**src/hdl/pccs_pkg.sv**
```systemverilog
// Package with constants, types and the cut arithmetic constants of the polyline smoother.
package pccs_pkg;
  localparam int MaxInPoints = 16;
  localparam int MaxOutPoints = 64;
  localparam int Half = 64;
  localparam int AddrW = 7;
  localparam int CntW = 7;
  localparam logic [16:0] OneQ16 = 17'd65536;
  localparam logic [33:0] Div3Recip = 34'h2AAAAAAAB;
  localparam logic [0:0] RegRoundWeight = 1'b0;
  localparam logic [0:0] RegPassCount = 1'b1;

  typedef logic signed [31:0] coord_t;

  typedef struct packed {
    coord_t x;
    coord_t y;
    coord_t z;
  } point_t;

  typedef struct packed {
    coord_t x;
    coord_t y;
    coord_t z;
    logic   last;
    logic   trunc;
  } result_t;
endpackage

```
**src/hdl/pccs_cut.sv**
```systemverilog
// Three-stage cut unit: scale the difference, round and shift, then divide by three.
module pccs_cut (
  input  logic                 clk,
  input  logic signed [31:0]   here,
  input  logic signed [31:0]   nb,
  input  logic [16:0]          w,
  output logic signed [31:0]   res
);
  import pccs_pkg::*;
  logic signed [32:0] diff;
  logic signed [50:0] prod;
  logic signed [31:0] here_d1, here_d2, here_d3;
  logic [50:0] mag;
  logic [32:0] scaled;
  logic [66:0] recip_prod;
  logic [31:0] quo;
  logic neg2, neg3;

  assign diff = 33'(nb) - 33'(here);
  assign mag = prod[50] ? 51'(-prod) : 51'(prod);
  // Division by 196608 is a shift by 16 followed by a reciprocal multiply for three.
  assign recip_prod = 67'(scaled) * 67'(Div3Recip);

  always_ff @(posedge clk) begin
    prod <= 51'(diff) * 51'($signed({1'b0, w}));
    here_d1 <= here;
    neg2 <= prod[50];
    scaled <= 33'((mag + 51'd98304) >> 16);
    here_d2 <= here_d1;
    neg3 <= neg2;
    quo <= recip_prod[66:35];
    here_d3 <= here_d2;
  end

  assign res = neg3 ? (here_d3 - $signed(quo)) : (here_d3 + $signed(quo));
endmodule

```
**config.mk**
```make
export PLATFORM = sky130hd
export DESIGN_NAME = pccs_cut
export DESIGN_NICKNAME = d
export VERILOG_FILES = /design/src/hdl/pccs_pkg.sv /design/src/hdl/pccs_cut.sv
export SDC_FILE = /design/constraint.sdc
export NUM_CORES = 2
export LEC_CHECK = 0
export ABC_AREA = 1
export BUFFER_PORTS_ARGS = -buffer_cell sky130_fd_sc_hd__buf_2
export CAP_MARGIN = 40
export CORE_MARGIN = 2
export CORE_UTILIZATION = 60
export CTS_BUF_LIST = sky130_fd_sc_hd__clkbuf_16
export DETAILED_ROUTE_END_ITERATION = 7
export PLACE_DENSITY = 0.78
export SYNTH_ARGS = -nofsm -noshare
export SYNTH_HDL_FRONTEND = slang
export SYNTH_SLANG_ARGS = --single-unit
```
**constraint.sdc**
```tcl
create_clock -name clk -period 7.6 [get_ports clk]
set_input_delay 1.52 -clock clk [delete_from_list [all_inputs] [get_ports clk]]
set_output_delay 1.52 -clock clk [all_outputs]
set_load 0.05 [all_outputs]
```
# Word-level counts from Yosys, hierarchy flattened
# Cells that the tools add are included.
[word_totals]
elab_cells = 17
input_bits = 82
out_inout_bits = 32
reg_bits = 214
[op_classes]
mul = 2
add_sub_neg = 5
n_mux = 2
[op_table]
columns = ["operator", "count"]
rows = [
  ["multiplier 33 x 34 -> 67 bit, second input constant", 1],
  ["multiplier 33 x 18 -> 51 bit", 1],
  ["adder 49 x 17 -> 49 bit, second input constant", 1],
  ["2-to-1 mux 49 bit", 1],
  ["negator 49 bit", 1],
  ["subtractor 32 x 32 -> 33 bit", 1],
  ["adder 32 bit", 1],
  ["2-to-1 mux 32 bit", 1],
  ["subtractor 32 bit", 1],
]

# Longest topological paths before layout
[logic_depth]
ltp_word = 3
depth_mapped = 40
mapped_depth_nobuf = 40

# Least setup slack after synthesis
# OpenSTA, ideal clock, no wires.
[synth_timing]
path_kind = "in2reg"
startpoint = "input port nb[0]"
endpoint = "register prod[46]"
n_path_buf = 0
arrival_ps = 8151
t_required_ps = 7528
setup_slack_ps = -623
stages = 34
setup_time_ps = 72
cell_sequence = "inv_1 ha_1 fa_1 inv_1 nand3_1 nand2_1 nand2_1 o211ai_2 nand2_1 nand2_1 nand2_1 nand2_2 nand4_1 nand3_2 nand2_2 nor2_1 inv_1 fa_1 fa_1 inv_1 fa_1 fa_1 fa_1 inv_1 fa_1 inv_1 ha_1 nand2_1 nor2_1 inv_1 nor4_1 nand4_1 nand3_1 xor2_1"
[synth_between]
elab_chain_cells = 2
[synth_rtl]
columns = ["item", "line", "source"]
rows = [
  ["start, declared", "pccs_cut.sv:5", "input logic signed [31:0] nb,"],
  ["subtractor 32 x 32 -> 33 bit", "pccs_cut.sv:19", "assign diff = 33'(nb) - 33'(here);"],
  ["multiplier 33 x 18 -> 51 bit", "pccs_cut.sv:25", "prod <= 51'(diff) * 51'($signed({1'b0, w}));"],
  ["end signal, assigned", "pccs_cut.sv:25", ""],
  ["end, declared", "pccs_cut.sv:11", "logic signed [50:0] prod;"],
]
# Every way passes these cells.

# Worst setup path after layout
[layout_timing]
startpoint = "input port nb[0]"
endpoint = "register prod[50]"
# Same word-level chain as after synthesis.

==> flow_summary.yaml <==
timing:
  tns_ns: -7.25
  timing.fmax_ghz: 0.124
  setup_viol: 26
  rsz0062_at_grt: "true"
  slew_violations: 0
  tightest_slew_ns: 0.873
  min_period_ns: 8.08
  clock_skew_ns: 0.0197
  holdWs_ns: 0.316
  maxSlewHeadroom_pct: 41.8
  period_share_pct: 106
  timing.final.hold_violations: 0
  setup_ws_ns: -0.481
global_routing:
  grt_pass1_vias: 40400
  antenna_found_initial: 3
  overflow: 0
  grt_pass1_wl_mm: 219
  grt_usage_pct: 37.7
  grt_max_degree: 38
detailed_routing:
  viasPerCell: 5.54
  wirelength_mm: 142
  drt_first_pass_iters: 8
  drc: 24
  wl_per_cell_um: 20.1
  ant_nets: 0
  drt_iter0_drc: 3456
  vias: 39200
setup_path:
  crit_family: "adder cells"
  crit_buf_inv: 12
  slowest_stage: "fa_1"
  startpoint_type: "primary input"
  cp-end-kind: "flop"
  worstSetupPathType: "primary input to flop"
  cp_common_cell: "fa_1"
  required_ns: 8.02
  slowest_delay_ns: 0.51
  crit_arrival_ns: 8.50
  cp_max_fo: 6
die:
  io_pins: 114
  die_y_um: 276
  num_rows: 99
  chipWidth_um: 276
  core_area_sq_mm: 0.0731
  dieArea_sq_mm: 0.0761
  start_util_pct: 60.7
cts:
  clk_pin_slew_ns: 0.06
  numCtsBuffers: 24
  cts_tree: "yes"
  h-tree-depth: 1
  cts_num_sinks: 213
  clockBufferDepth: 3
  clk_latency_ns: 0.55
  cts_root_buffer: "clkbuf_16"
  hold_buffers: 0
final_layout:
  area_delta_synth_final_pct: 20.2
  mostFrequentLayoutCell: "inv_1"
  nNetsFinal: 7449
  drive_above_1_share_pct: 21.3
  fill_cells: 5554
  final_cell_mix: "inv_1 (1312), fa_1 (763), nand2_1 (693)"
yosys:
  syn_area_per_cell_sq_um: 8.05
  syn_nets: 6872
  synth_edf_count: 0
  synthArstFlopShare_pct: 0
  synth_top_flop_cell: "dfxtp_1"
  yosys-top-cells-area: "fa_1 (36%), ha_1 (13%), inv_1 (12%), dfxtp_1 (9.6%), nand2_1 (6.5%)"
  ys_warn_count: 0
  synth_largest_area_cell: "fa_1"
  synth_cells: 5514
  synth_cell_types: 55
  ys_ff_latch: 213
  synth-seq-area-share_pct: 9.61
  yosys.area.top_type_share_pct: 36.4
  syn_area_sq_mm: 0.0444
run:
  drv_cap: 0
run_status:
  failed_checks: "design-rule violations, negative setup slack"
  status: "finished with violations"
min_path:
  worstHoldPathType: "flop to flop"
placed_design:
  dpl.hpwl_mm: 121
  gp_congestion: 1.07
  port_buffers: 113
-- kinds of logic (layout without fill, tap and decap cells) --
kind of cell,Yosys count,count (layout),share of synthesized area [%]
simple gates,1839,1839,18.0
buf+inv,1499,2093,12.7
fa+ha+maj,1276,1276,49.6
compound gates,520,520,6.68
flops,213,213,9.61
xor+xnor,167,168,3.35
other cells,0,4,0
-- per-layer routing --
metal | GRT usage (%) | routed length (um) | up-vias
met5 | 0 | 0 | -
met4 | 14.8 | 7010 | 0
met3 | 9.81 | 15200 | 422
met2 | 59.7 | 64200 | 1936
met1 | 49.7 | 55800 | 19000
li1 | - | - | 17800
-- cells in the mapped netlist (10+ instances only) --
cell         n
inv_1     1391
fa_1       807
nand2_1    765
nor2_1     589
ha_1       469
nand3_1    235
a21oi_1    230
dfxtp_1    213
o21ai_0    143
xor2_1      97
clkbuf_1    71
xnor2_1     67
nand2_2     41
or2_2       38
nand4_1     34
nor3_1      28
a21o_1      27
o21a_1      26
a31oi_1     25
nor2_2      24
nand3b_1    22
buf_2       19
nor4_1      15
o21bai_1    12
inv_2       11
nor2_4      11
o211ai_1    10
-- metrics by stage --
| step | std cells | util [%] | instance area (sq um) | worst slack [ns] |
|---|---|---|---|---|
| final | 7072 | 73.0 | 53300 | -0.481 |
| after global routing | 7071 | 73.0 | 53300 | -0.737 |
| after global placement | 6942 | 68.4 | 50000 | -0.950 |
| after floorplan | 5514 | - | 45200 | -0.216 |
| after detailed placement | 6944 | 68.4 | 50000 | -1.16 |
| after CTS | 7021 | 70.8 | 51800 | -0.221 |
-- area by class of cell --
cell class                 count  area (sq um)  area share [%]
inverter                    1408          5320            9.98
antenna                        4          10.0          0.0188
sequential                   213          4270            8.00
clock inverter                20           199           0.373
timing repair buffer         641          4750            8.91
tap                          959          1200            2.25
multi-input combinational   3803         37000            69.3
clock buffer                  24           601            1.13
-- state kept, by name (all words and copies together), names as in the netlist --
| name | cells |
|---|---|
| prod | 50 |
| scaled | 33 |
| here_d1 | 32 |
| here_d2 | 32 |
| here_d3 | 32 |
| quo | 32 |
| neg2 | 1 |
| neg3 | 1 |
-- timing repair --
action                                  4_1_cts  5_1_grt
cloned                                        1        0
buffers inserted                             33       50
resized for setup                           181      329
pin swaps                                   103      187
endpoints found under the setup margin       34       34
-- worst paths after layout --
| path | endpoint | slack (ns) | start | cells after the start |
|---|---|---|---|---|
| worst max-delay path | prod[50] | -0.48 | nb[0] | 41 |
| worst min-delay path | here_d3[8] | 0.32 | here_d2[8] | 0 |
| worst max register to register | quo[28] | 0.44 | scaled[29] | 26 |
| worst min register to register | here_d3[8] | 0.32 | here_d2[8] | 0 |
Power is not shown: default switching activity piles up to over one toggle a cycle in this logic, so the estimate is an artifact.
